[src/rtl/core/assert_macros.svh]
// Assertion macros used by the escaper RTL.
`ifndef ASSERT_MACROS_SVH
`define ASSERT_MACROS_SVH
`ifndef SYNTHESIS
`define JSE_ASSERT_ALWAYS(lbl, clk, rst_n, cond) \
    lbl: assert property (@(posedge clk) disable iff (!rst_n) (cond)) \
        else $error("assertion failed");
`define JSE_ASSERT_NEXT(lbl, clk, rst_n, ante, cons) \
    lbl: assert property (@(posedge clk) disable iff (!rst_n) (ante) |=> (cons)) \
        else $error("assertion failed");
`else
`define JSE_ASSERT_ALWAYS(lbl, clk, rst_n, cond)
`define JSE_ASSERT_NEXT(lbl, clk, rst_n, ante, cons)
`endif
`endif

[src/rtl/core/jse_pkg.sv]
// Shared types and constants of the JSON string escaper.
package jse_pkg;

    localparam int MAX_BYTES = 12;
    localparam int CNT_W     = $clog2(MAX_BYTES + 1);
    localparam int CP_W      = 21;
    localparam int QDEPTH    = 2;
    localparam int QPTR_W    = (QDEPTH > 1) ? $clog2(QDEPTH) : 1;
    localparam int QCNT_W    = $clog2(QDEPTH + 1);

    localparam logic CFG_ESCAPE_NON_ASCII  = 1'b0;
    localparam logic CFG_ESCAPE_APOSTROPHE = 1'b1;

    typedef struct packed {
        logic [CNT_W-1:0]                count;
        logic [MAX_BYTES-1:0][7:0]       bytes;
    } plan_t;

endpackage

[src/rtl/core/jse_front.sv]
// Front end: accepts code points and builds the byte plan for each.
module jse_front
    import jse_pkg::*;
(
    input  logic            clk,
    input  logic            rst_n,
    input  logic            cfg_wr_en,
    input  logic            cfg_index,
    input  logic            cfg_data,
    input  logic            s_tvalid,
    output logic            s_tready,
    input  logic [23:0]     s_tdata,
    output logic            plan_valid,
    input  logic            plan_ready,
    output plan_t           plan
);

    localparam logic [7:0] CH_BSLASH = 8'h5C;
    localparam logic [7:0] CH_QUOTE  = 8'h22;
    localparam logic [7:0] CH_APOS   = 8'h27;
    localparam logic [7:0] CH_U      = 8'h75;
    localparam logic [7:0] CH_B      = 8'h62;
    localparam logic [7:0] CH_F      = 8'h66;
    localparam logic [7:0] CH_N      = 8'h6E;
    localparam logic [7:0] CH_R      = 8'h72;
    localparam logic [7:0] CH_T      = 8'h74;

    function automatic logic [7:0] hex_char(input logic [3:0] d);
        logic [7:0] r;
        if (d < 4'd10)
        begin
            r = 8'h30 + {4'h0, d};
        end
        else
        begin
            r = 8'h57 + {4'h0, d};
        end
        return r;
    endfunction

    function automatic logic [5:0][7:0] word_bytes(input logic [15:0] w);
        logic [5:0][7:0] r;
        r[0] = CH_BSLASH;
        r[1] = CH_U;
        r[2] = hex_char(w[15:12]);
        r[3] = hex_char(w[11:8]);
        r[4] = hex_char(w[7:4]);
        r[5] = hex_char(w[3:0]);
        return r;
    endfunction

    logic            esc_non_ascii_reg;
    logic            esc_apos_reg;
    logic            valid_reg;
    logic            valid_next;
    plan_t           plan_reg;
    plan_t           plan_next;
    plan_t           cls;
    logic [CP_W-1:0] cp;
    logic [CP_W-1:0] v;
    logic [15:0]     hi_word;
    logic [15:0]     lo_word;
    logic            accept;

    assign cp      = s_tdata[CP_W-1:0];
    assign v       = cp - 21'h010000;
    assign hi_word = 16'hD800 + {5'b0, v[20:10]};
    assign lo_word = {6'b110111, v[9:0]};

    always_comb
    begin
        cls       = '0;
        cls.count = CNT_W'(1);
        if ((cp inside {[21'd32:21'd127]}) && cp != {13'b0, CH_QUOTE}
            && cp != {13'b0, CH_BSLASH} && cp != {13'b0, CH_APOS})
        begin
            cls.bytes[0] = cp[7:0];
        end
        else if (cp > 21'd127 && !esc_non_ascii_reg)
        begin
            if (cp < 21'h000800)
            begin
                cls.bytes[0] = {3'b110, cp[10:6]};
                cls.bytes[1] = {2'b10, cp[5:0]};
                cls.count    = CNT_W'(2);
            end
            else if (cp < 21'h010000)
            begin
                cls.bytes[0] = {4'hE, cp[15:12]};
                cls.bytes[1] = {2'b10, cp[11:6]};
                cls.bytes[2] = {2'b10, cp[5:0]};
                cls.count    = CNT_W'(3);
            end
            else
            begin
                cls.bytes[0] = {5'b11110, cp[20:18]};
                cls.bytes[1] = {2'b10, cp[17:12]};
                cls.bytes[2] = {2'b10, cp[11:6]};
                cls.bytes[3] = {2'b10, cp[5:0]};
                cls.count    = CNT_W'(4);
            end
        end
        else if (cp == {13'b0, CH_QUOTE} || cp == {13'b0, CH_BSLASH})
        begin
            cls.bytes[0] = CH_BSLASH;
            cls.bytes[1] = cp[7:0];
            cls.count    = CNT_W'(2);
        end
        else if (cp inside {21'd8, 21'd9, 21'd10, 21'd12, 21'd13})
        begin
            cls.bytes[0] = CH_BSLASH;
            cls.count    = CNT_W'(2);
            case (cp[3:0])
                4'd8:    cls.bytes[1] = CH_B;
                4'd9:    cls.bytes[1] = CH_T;
                4'd10:   cls.bytes[1] = CH_N;
                4'd12:   cls.bytes[1] = CH_F;
                default: cls.bytes[1] = CH_R;
            endcase
        end
        else if (cp == {13'b0, CH_APOS})
        begin
            if (esc_apos_reg)
            begin
                cls.bytes[0] = CH_BSLASH;
                cls.bytes[1] = CH_APOS;
                cls.count    = CNT_W'(2);
            end
            else
            begin
                cls.bytes[0] = CH_APOS;
            end
        end
        else if (cp <= 21'h00FFFF)
        begin
            cls.bytes[5:0] = word_bytes(cp[15:0]);
            cls.count      = CNT_W'(6);
        end
        else
        begin
            cls.bytes[5:0]  = word_bytes(hi_word);
            cls.bytes[11:6] = word_bytes(lo_word);
            cls.count       = CNT_W'(12);
        end
    end

    assign s_tready = !valid_reg || plan_ready;
    assign accept   = s_tvalid && s_tready;

    always_comb
    begin
        valid_next = valid_reg;
        plan_next  = plan_reg;
        if (accept)
        begin
            valid_next = 1'b1;
            plan_next  = cls;
        end
        else if (plan_ready)
        begin
            valid_next = 1'b0;
        end
    end

    always_ff @(posedge clk or negedge rst_n)
    begin
        if (!rst_n)
        begin
            valid_reg         <= 1'b0;
            esc_non_ascii_reg <= 1'b0;
            esc_apos_reg      <= 1'b0;
        end
        else
        begin
            valid_reg <= valid_next;
            if (cfg_wr_en && cfg_index == CFG_ESCAPE_NON_ASCII)
            begin
                esc_non_ascii_reg <= cfg_data;
            end
            if (cfg_wr_en && cfg_index == CFG_ESCAPE_APOSTROPHE)
            begin
                esc_apos_reg <= cfg_data;
            end
        end
    end

    always_ff @(posedge clk)
    begin
        plan_reg <= plan_next;
    end

    assign plan_valid = valid_reg;
    assign plan       = plan_reg;

endmodule

[src/rtl/core/jse_queue.sv]
// Short plan queue between front and back ends.
module jse_queue
    import jse_pkg::*;
(
    input  logic    clk,
    input  logic    rst_n,
    input  logic    in_valid,
    output logic    in_ready,
    input  plan_t   in_plan,
    output logic    out_valid,
    input  logic    out_ready,
    output plan_t   out_plan
);

    plan_t              mem [QDEPTH];
    logic [QPTR_W-1:0]  wr_ptr_reg;
    logic [QPTR_W-1:0]  rd_ptr_reg;
    logic [QCNT_W-1:0]  count_reg;
    logic [QCNT_W-1:0]  count_next;
    logic               push;
    logic               pop;

    assign in_ready  = count_reg != QCNT_W'(QDEPTH);
    assign out_valid = count_reg != '0;
    assign push      = in_valid && in_ready;
    assign pop       = out_valid && out_ready;
    assign out_plan  = mem[rd_ptr_reg];

    function automatic logic [QPTR_W-1:0] ptr_inc(input logic [QPTR_W-1:0] p);
        logic [QPTR_W-1:0] r;
        if (p == QPTR_W'(QDEPTH - 1))
        begin
            r = '0;
        end
        else
        begin
            r = p + QPTR_W'(1);
        end
        return r;
    endfunction

    always_comb
    begin
        count_next = count_reg;
        case ({push, pop})
            2'b10:   count_next = count_reg + QCNT_W'(1);
            2'b01:   count_next = count_reg - QCNT_W'(1);
            default: count_next = count_reg;
        endcase
    end

    always_ff @(posedge clk or negedge rst_n)
    begin
        if (!rst_n)
        begin
            wr_ptr_reg <= '0;
            rd_ptr_reg <= '0;
            count_reg  <= '0;
        end
        else
        begin
            count_reg <= count_next;
            if (push)
            begin
                wr_ptr_reg <= ptr_inc(wr_ptr_reg);
            end
            if (pop)
            begin
                rd_ptr_reg <= ptr_inc(rd_ptr_reg);
            end
        end
    end

    always_ff @(posedge clk)
    begin
        if (push)
        begin
            mem[wr_ptr_reg] <= in_plan;
        end
    end

endmodule

[src/rtl/core/jse_back.sv]
// Back end: walks each plan and emits one byte per cycle while m_tready is high.
module jse_back
    import jse_pkg::*;
(
    input  logic        clk,
    input  logic        rst_n,
    input  logic        plan_valid,
    output logic        plan_pop,
    input  plan_t       plan,
    output logic        m_tvalid,
    input  logic        m_tready,
    output logic [7:0]  m_tdata,
    output logic        m_tlast
);

    logic [CNT_W-1:0] idx_reg;
    logic [CNT_W-1:0] idx_next;
    logic             ov_reg;
    logic             ov_next;
    logic [7:0]       byte_reg;
    logic             last_reg;
    logic             load;
    logic             is_last;

    assign load     = plan_valid && (!ov_reg || m_tready);
    assign is_last  = idx_reg == plan.count - CNT_W'(1);
    assign plan_pop = load && is_last;

    always_comb
    begin
        idx_next = idx_reg;
        ov_next  = ov_reg;
        if (load)
        begin
            ov_next  = 1'b1;
            idx_next = is_last ? '0 : idx_reg + CNT_W'(1);
        end
        else if (m_tready)
        begin
            ov_next = 1'b0;
        end
    end

    always_ff @(posedge clk or negedge rst_n)
    begin
        if (!rst_n)
        begin
            idx_reg <= '0;
            ov_reg  <= 1'b0;
        end
        else
        begin
            idx_reg <= idx_next;
            ov_reg  <= ov_next;
        end
    end

    always_ff @(posedge clk)
    begin
        if (load)
        begin
            byte_reg <= plan.bytes[idx_reg];
            last_reg <= is_last;
        end
    end

    assign m_tvalid = ov_reg;
    assign m_tdata  = byte_reg;
    assign m_tlast  = last_reg;

endmodule

[src/rtl/core/json_string_escaper_top.sv]
// Top level of the JSON string escaper.
//
//  channel   direction  payload
//  s_*       in         tdata[20:0] code_point
//  m_*       out        tdata[7:0] out_byte, tlast last_byte
//  cfg_*     in         index 0 escape_non_ascii, index 1 escape_apostrophe
//
// One output byte per cycle while m_tready is high; a code point yields 1 to 12
// bytes, so input rate is one item per cycle for single-byte code points, and
// the back-end byte walker sets the pace for escapes and UTF-8 sequences.
// An accepted item passes the front-end plan register and a queue entry before its first byte is registered.
// Reset clears the valid flags, config, queue pointers and count and output index; data registers are not reset.
// Stalls on m_tready fill the two-entry queue, then back-pressure s_tready.
`include "assert_macros.svh"
module json_string_escaper_top
    import jse_pkg::*;
(
    input  logic        clk,
    input  logic        rst_n,
    input  logic        cfg_wr_en,
    input  logic        cfg_index,
    input  logic        cfg_data,
    input  logic        s_tvalid,
    output logic        s_tready,
    input  logic [23:0] s_tdata,   // [20:0] code_point, [23:21] zero
    output logic        m_tvalid,
    input  logic        m_tready,
    output logic [7:0]  m_tdata,   // [7:0] out_byte
    output logic        m_tlast
);

    logic   fe_valid;
    logic   q_in_ready;
    plan_t  fe_plan;
    logic   q_out_valid;
    logic   q_pop;
    plan_t  q_head;

    jse_front u_front (
        .clk        (clk),
        .rst_n      (rst_n),
        .cfg_wr_en  (cfg_wr_en),
        .cfg_index  (cfg_index),
        .cfg_data   (cfg_data),
        .s_tvalid   (s_tvalid),
        .s_tready   (s_tready),
        .s_tdata    (s_tdata),
        .plan_valid (fe_valid),
        .plan_ready (q_in_ready),
        .plan       (fe_plan)
    );

    jse_queue u_queue (
        .clk       (clk),
        .rst_n     (rst_n),
        .in_valid  (fe_valid),
        .in_ready  (q_in_ready),
        .in_plan   (fe_plan),
        .out_valid (q_out_valid),
        .out_ready (q_pop),
        .out_plan  (q_head)
    );

    jse_back u_back (
        .clk        (clk),
        .rst_n      (rst_n),
        .plan_valid (q_out_valid),
        .plan_pop   (q_pop),
        .plan       (q_head),
        .m_tvalid   (m_tvalid),
        .m_tready   (m_tready),
        .m_tdata    (m_tdata),
        .m_tlast    (m_tlast)
    );

    `JSE_ASSERT_NEXT(a_push_not_lost, clk, rst_n, fe_valid && q_in_ready, q_out_valid)
    `JSE_ASSERT_ALWAYS(a_plan_count, clk, rst_n, !q_out_valid || (q_head.count != '0 && q_head.count <= CNT_W'(MAX_BYTES)))
    `JSE_ASSERT_NEXT(a_pop_marks_last, clk, rst_n, q_pop, m_tvalid && m_tlast)

endmodule

[config.mk]
export PLATFORM = sky130hd
export DESIGN_NAME = json_string_escaper_top
export DESIGN_NICKNAME = d
export VERILOG_FILES = /design/src/rtl/core/jse_pkg.sv /design/src/rtl/core/jse_front.sv /design/src/rtl/core/jse_queue.sv /design/src/rtl/core/jse_back.sv /design/src/rtl/core/json_string_escaper_top.sv
export VERILOG_INCLUDE_DIRS = /design/src /design/src/rtl/core
export SDC_FILE = /design/constraint.sdc
export NUM_CORES = 1
export LEC_CHECK = 0
export BUFFER_PORTS_ARGS = -buffer_cell sky130_fd_sc_hd__buf_2
export CAP_MARGIN = 20
export CELL_PAD_IN_SITES_DETAIL_PLACEMENT = 1
export CELL_PAD_IN_SITES_GLOBAL_PLACEMENT = 2
export CORE_MARGIN = 2
export CORE_UTILIZATION = 40
export DETAILED_ROUTE_END_ITERATION = 8
export GPL_ROUTABILITY_DRIVEN = 0
export HOLD_SLACK_MARGIN = 0.15
export PLACE_DENSITY = 0.72
export REMOVE_ABC_BUFFERS = 1
export SYNTH_ARGS = -nofsm -noshare
export SYNTH_HDL_FRONTEND = slang
export SYNTH_SLANG_ARGS = --single-unit
[constraint.sdc]
create_clock -name clk -period 4.45 [get_ports clk]
set_input_delay 0.89 -clock clk [delete_from_list [all_inputs] [get_ports clk]]
set_output_delay 0.89 -clock clk [all_outputs]
set_load 0.005 [all_outputs]
# [After elaboration in Yosys (flattened, before gate mapping)]
# Memories as Yosys holds them, arrays and structs flattened.
# Index checks and enable logic that the tools add are counted.
[classes] mux=48 n_eq_ne=19 n_bitwise=1 order_cmp=18 add_sub_neg=30 reduce_logical=25
[op_table] op="16-bit two-way mux" n=8
[op_table] op="8-bit two-way mux" n=14
[op_table] op="21-bit by 4-bit equality test with 1-bit output (second input constant)" n=5
[op_table] op="7-bit by 4-bit adder with 8-bit output (first input constant)" n=11
[op_table] op="6-bit by 4-bit adder with 7-bit output (first input constant)" n=11
[op_table] op="48-bit two-way mux" n=1
[op_table] op="4-bit less-than comparator (second input constant)" n=11
[op_table] op="21-bit by 6-bit equality test with 1-bit output (second input constant)" n=2
[op_table] op="21-bit by 6-bit inequality test with 1-bit output (second input constant)" n=2
[op_table] op="8-bit binary-select mux with 4-bit select" n=1
[op_table] op="32-bit two-way mux" n=1
[op_table] op="4-bit two-way mux" n=7
[op_table] op="23-bit two-way mux" n=1
[op_table] op="22-bit two-way mux" n=1
[op_table] op="21-bit by 7-bit equality test with 1-bit output (second input constant)" n=1
[op_table] op="21-bit by 6-bit >= comparator with 1-bit output (second input constant)" n=1
[op_table] op="21-bit by 7-bit > comparator with 1-bit output (second input constant)" n=1
[op_table] op="21-bit by 16-bit less-or-equal comparator with 1-bit output (second input constant)" n=1
[op_table] op="21-bit by 7-bit less-or-equal comparator with 1-bit output (second input constant)" n=1
[op_table] op="21-bit by 12-bit less-than comparator with 1-bit output (second input constant)" n=1
[op_table] op="21-bit by 17-bit less-than comparator with 1-bit output (second input constant)" n=1
[op_table] op="21-bit by 7-bit inequality test with 1-bit output (second input constant)" n=1
[op_table] op="21-bit by 17-bit subtractor with 21-bit output (second input constant)" n=1
[op_table] op="5-bit one-hot mux with 4 select lines" n=1
[op_table] op="26 further kinds" n=55
[word_totals] reg_bits=120 out_inout_bits=11 ramBits=198 input_bits=31 n_memories=1 wordCells=165
[mem_list] name="u_queue.mem" depth=2 width=99 rd=1 rd_clocked_by_memory_dff=0 wr=1 line="jse_queue.sv:15" text="plan_t mem [QDEPTH];"

# [Logic depth before layout (Yosys ltp)]
[logic_depth] depth_word=10 ltp_mapped=12 ltp_nobuf=10

# [Modules after synthesis]
# A second synthesis with hierarchy kept.
[unflattened] cells_unflattened=947 hier_area_um2=14273.7
[modules_own_cells] module="jse_queue" area_each_um2=7861.3 instances=1 cells_each=328
[modules_own_cells] module="jse_front" area_each_um2=4918.5 instances=1 cells_each=496
[modules_own_cells] module="jse_back" area_each_um2=1493.9 instances=1 cells_each=123

# [Least setup slack after synthesis]
# Ideal clock, no wire load.
[synth_path] path_type="reg-to-reg" start="reg u_queue.count_reg[0]" end="mem u_queue.mem[0][0] (netlist bit) (enable)" slack_ps=477 stages_incl_launch_ff=4 setup_ps=494 arrival_time_ps=3478 period_less_slack_ps=3973 cell_sequence="dfrtp_1 nand2b_1 nand2_1 nor2_1"
[synth_via] elab_chain_cells=4
[synth_lines] item="start: declaration" line="jse_queue.sv:18" text="logic [QCNT_W-1:0] count_reg;"
[synth_lines] item="start signal: assignment" line="jse_queue.sv:62" text="count_reg <= count_next;"
[synth_lines] item="2-bit inequality test" line="jse_queue.sv:23" text="assign in_ready = count_reg != QCNT_W'(QDEPTH);"
[synth_lines] item="1-bit logical AND" line="jse_queue.sv:25" text="assign push = in_valid && in_ready;"
[synth_lines] item="1-bit two-way mux" line="jse_queue.sv:76" text="if (push)"
[synth_lines] item="1-bit two-way mux (implied by the code)" line="jse_queue.sv:78" text="mem[wr_ptr_reg] <= in_plan;"
[synth_lines] item="end: declaration" line="jse_queue.sv:15"
# No other way between the ends.

==> flow_summary.ini <==
[yosys]
synth_top_family_by_area = compound AO/OA/AOI/OAI gates
synth_flop_cell = edfxtp_1
synth_xor_area_frac = 0.0203
synth.area.top_cells = edfxtp_1 (59%), mux4_2 (6.1%), ha_1 (3.7%), dfrtp_1 (2.8%), a21oi_1 (2.1%)
synth_cell_type_count = 74
synth_compound_area_frac = 0.114
synth-adder-area-share = 0.0372
avgSynthCellArea_um2 = 13.9
synth_edf_count = 213
yosys_warnings = 0
async_flop_share = 0.0533
muxShareOfSynthArea = 0.0838
syn_inst = 773
ys_ff_latch = 225
synthSimpleGateAreaFrac = 0.0881
synth_top_area_share = 0.594
yosysTopAreaCell = edfxtp_1
synth_seq_area_share = 0.622
synth_area_um2 = 10800

[floorplan]
dieArea_um2 = 28300
die_h_um = 168
dieWidth_um = 168
pin_count = 42
core-area_um2 = 26700
start_util = 0.403
rows = 60

[global_routing]
antenna_found_initial = 0
grt_use_met3 = 0.0221
grt_start_max_net_pins = 69
grt_busiest_layer = met2
grt_overflow = 0
grt_pass1_wl_mm = 42.5
grtUsageMet2 = 0.339
grt_util_all_layers = 0.195
grt_pass1_vias = 7027
use_met1 = 0.262

[placement]
dp_cells = 1123
place_hpwl_mm = 19.6
port-buffer-count = 38
dp_slack_ns = 0.599

[clocking]
cts_root_buffer = clkbuf_16
clk_pin_slew_ns = 0.06
clock_latency_ns = 0.50
cts_setup_buffers = 0
htree_levels = 1
cts_tree = done
cts_made_buffers = 23
clock_path_buffers = 3
postCtsHoldBufs = 0
cts_num_sinks = 225
post_cts_resized = 0

[timing]
rsz0062_at_grt = no
setup_ws_ns = 1.07
clock.fmax_ghz = 0.296
fin_crit_ns = 3.38
relSlewSlack = 0.278
fin_skew_ns = 0.0101
fin_setup_tns_ns = 0
fin_crit_sh = 0.759
drv_slew = 0
hold_viol_final = 0
setup_viol = 0
tightest_slew_ns = 1.07

[pwr]
ir_worst_vdd_uv = 248
power.density_nw_per_um2 = 591
p_leak_nw = 4.19

[detailed_routing]
drt_pass1_iterations = 7
post_drt_wl_per_cell_um = 23.3
vias_per_cell = 5.77
via_count = 6713
ant_nets = 0
drcViolationCount = 0
drt_iter0_drc = 506
routed_wirelength_mm = 27.1

[setup_path]
path_max_fanout = 12
critPathRequiredTime_ns = 4.68
critical_path_class = in2reg
end_kind = flip-flop
cp-start-kind = primary input
cp.arrival_ns = 3.60

[layout]
largest_reg_flops = 136
postLayoutCoreUtil = 0.450
layoutNonFillerInstCount = 1164
drive_gt1_frac = 0.188
diodes = 0
area_growth_syn_to_layout_pct = 11.7
fill_cells = 2700
seqCellArea_um2 = 6700
multi_input_area_um2 = 3710
finalNetCount = 870

[status]
status = completed

[flow_run]
drv_cap = 0

[min_path]
hold_class = in2async
[per-layer routing]
| layer | wire, µm | part of all wire |
|---|---|---|
| met1 | 11900 | 0.44 |
| met2 | 13600 | 0.50 |
| met3 | 1010 | 0.037 |
| met4 | 605 | 0.022 |
| met5 | 0 | 0 |
[metrics by stage]
step	area (µm²)	power [mW]	hold slack (ns)
after detailed placement	11300	5.33	0.433
after floorplan	10500	4.60	0.421
after global placement	11300	5.21	0.422
after CTS	12000	7.22	0.288
final	12000	7.11	0.287
after global routing	12000	7.48	0.299
[layout make-up]
class	count	share of cell area
Sequential cell	225	0.557
Clock buffer	27	0.0491
Timing Repair Buffer	56	0.0281
Clock inverter	14	0.0121
Inverter	34	0.0106
Multi-Input combinational cell	467	0.308
Tap cell	341	0.0355
[cell families (layout without fill, tap and decap cells)]
group / Yosys count / after routing
XOR/XNOR: 25 / 25
multiplexers: 53 / 53
buffers and inverters: 81 / 131
AO/OA/AOI/OAI: 176 / 176
adder cells (fa/ha/maj): 32 / 32
flip-flops: 225 / 225
AND/OR/NAND/NOR: 181 / 181
[worst max-delay path, cell delays in order]
cell	delay, ns
buf_2	0.16
inv_1	0.09
ha_1	0.38
or4b_4	0.59
nor4_4	0.45
a211o_2	0.28
inv_1	0.24
nor2_1	0.33
o22ai_1	0.17
[final timing paths]
path	end	depth (start not counted)	slack (ns)	startpoint
setup / recovery	u_front.plan[0]	9	1.07	s_tdata[17]
hold reg to reg	u_queue.mem[1][73]	0	0.44	u_front.plan[74]
min in group clk	u_queue.mem[1][73]	0	0.44	u_front.plan[74]
setup reg to reg	u_back.m_tdata[0]	6	1.59	u_back.idx_reg[0]
hold / removal	u_back.idx_reg[3]	1	0.29	rst_n
max in group asynchronous	u_queue.rd_ptr_reg	1	3.88	rst_n
[cell usage after synthesis, types with 7 or more instances]
| library cell | count |
|---|---|
| edfxtp_1 | 213 |
| a21oi_1 | 46 |
| nor2_1 | 45 |
| nand2_1 | 40 |
| inv_1 | 34 |
| ha_1 | 32 |
| mux4_2 | 29 |
| clkbuf_1 | 25 |
| o21ai_0 | 25 |
| xnor2_1 | 22 |
| mux2i_1 | 17 |
| nor3_1 | 17 |
| nand3_1 | 13 |
| dfrtp_1 | 12 |
| o22ai_1 | 12 |
| o31ai_1 | 12 |
| a22oi_1 | 10 |
| buf_2 | 10 |
| a211oi_1 | 9 |
| o211ai_1 | 9 |
| nor2b_1 | 8 |
| nor4_1 | 8 |
| buf_6 | 7 |
| mux2_2 | 7 |
| nand2b_1 | 7 |
| nand4_1 | 7 |
[layout by cell type, fill, tap and decap left out, types with 5 or more instances in the layout]
cell | synthesis | routed
a211o_1 | 5 | 5
a211oi_1 | 9 | 9
a211oi_2 | 6 | 6
a21oi_1 | 46 | 46
a22oi_1 | 10 | 10
buf_2 | 10 | 38
buf_4 | 2 | 17
clkbuf_16 | 0 | 23
clkinv_1 | 0 | 6
dfrtp_1 | 12 | 11
edfxtp_1 | 213 | 213
ha_1 | 32 | 32
inv_1 | 34 | 34
mux2_2 | 7 | 7
mux2i_1 | 17 | 17
mux4_2 | 29 | 29
nand2_1 | 40 | 40
nand2b_1 | 7 | 7
nand3_1 | 13 | 13
nand4_1 | 7 | 7
nor2_1 | 45 | 44
nor2_2 | 6 | 6
nor2b_1 | 8 | 8
nor3_1 | 17 | 17
nor4_1 | 8 | 8
o211ai_1 | 9 | 9
o21ai_0 | 25 | 25
o22ai_1 | 12 | 12
o31ai_1 | 12 | 12
or3_1 | 5 | 5
xnor2_1 | 22 | 22
[power by group]
part | internal, mW | total, mW | switching [mW]
clock | 1.12 | 1.88 | 0.755
combinational | 0.743 | 1.81 | 1.06
sequential | 3.12 | 3.43 | 0.311
total | 4.98 | 7.11 | 2.13
(Power assumes the default switching activity.)
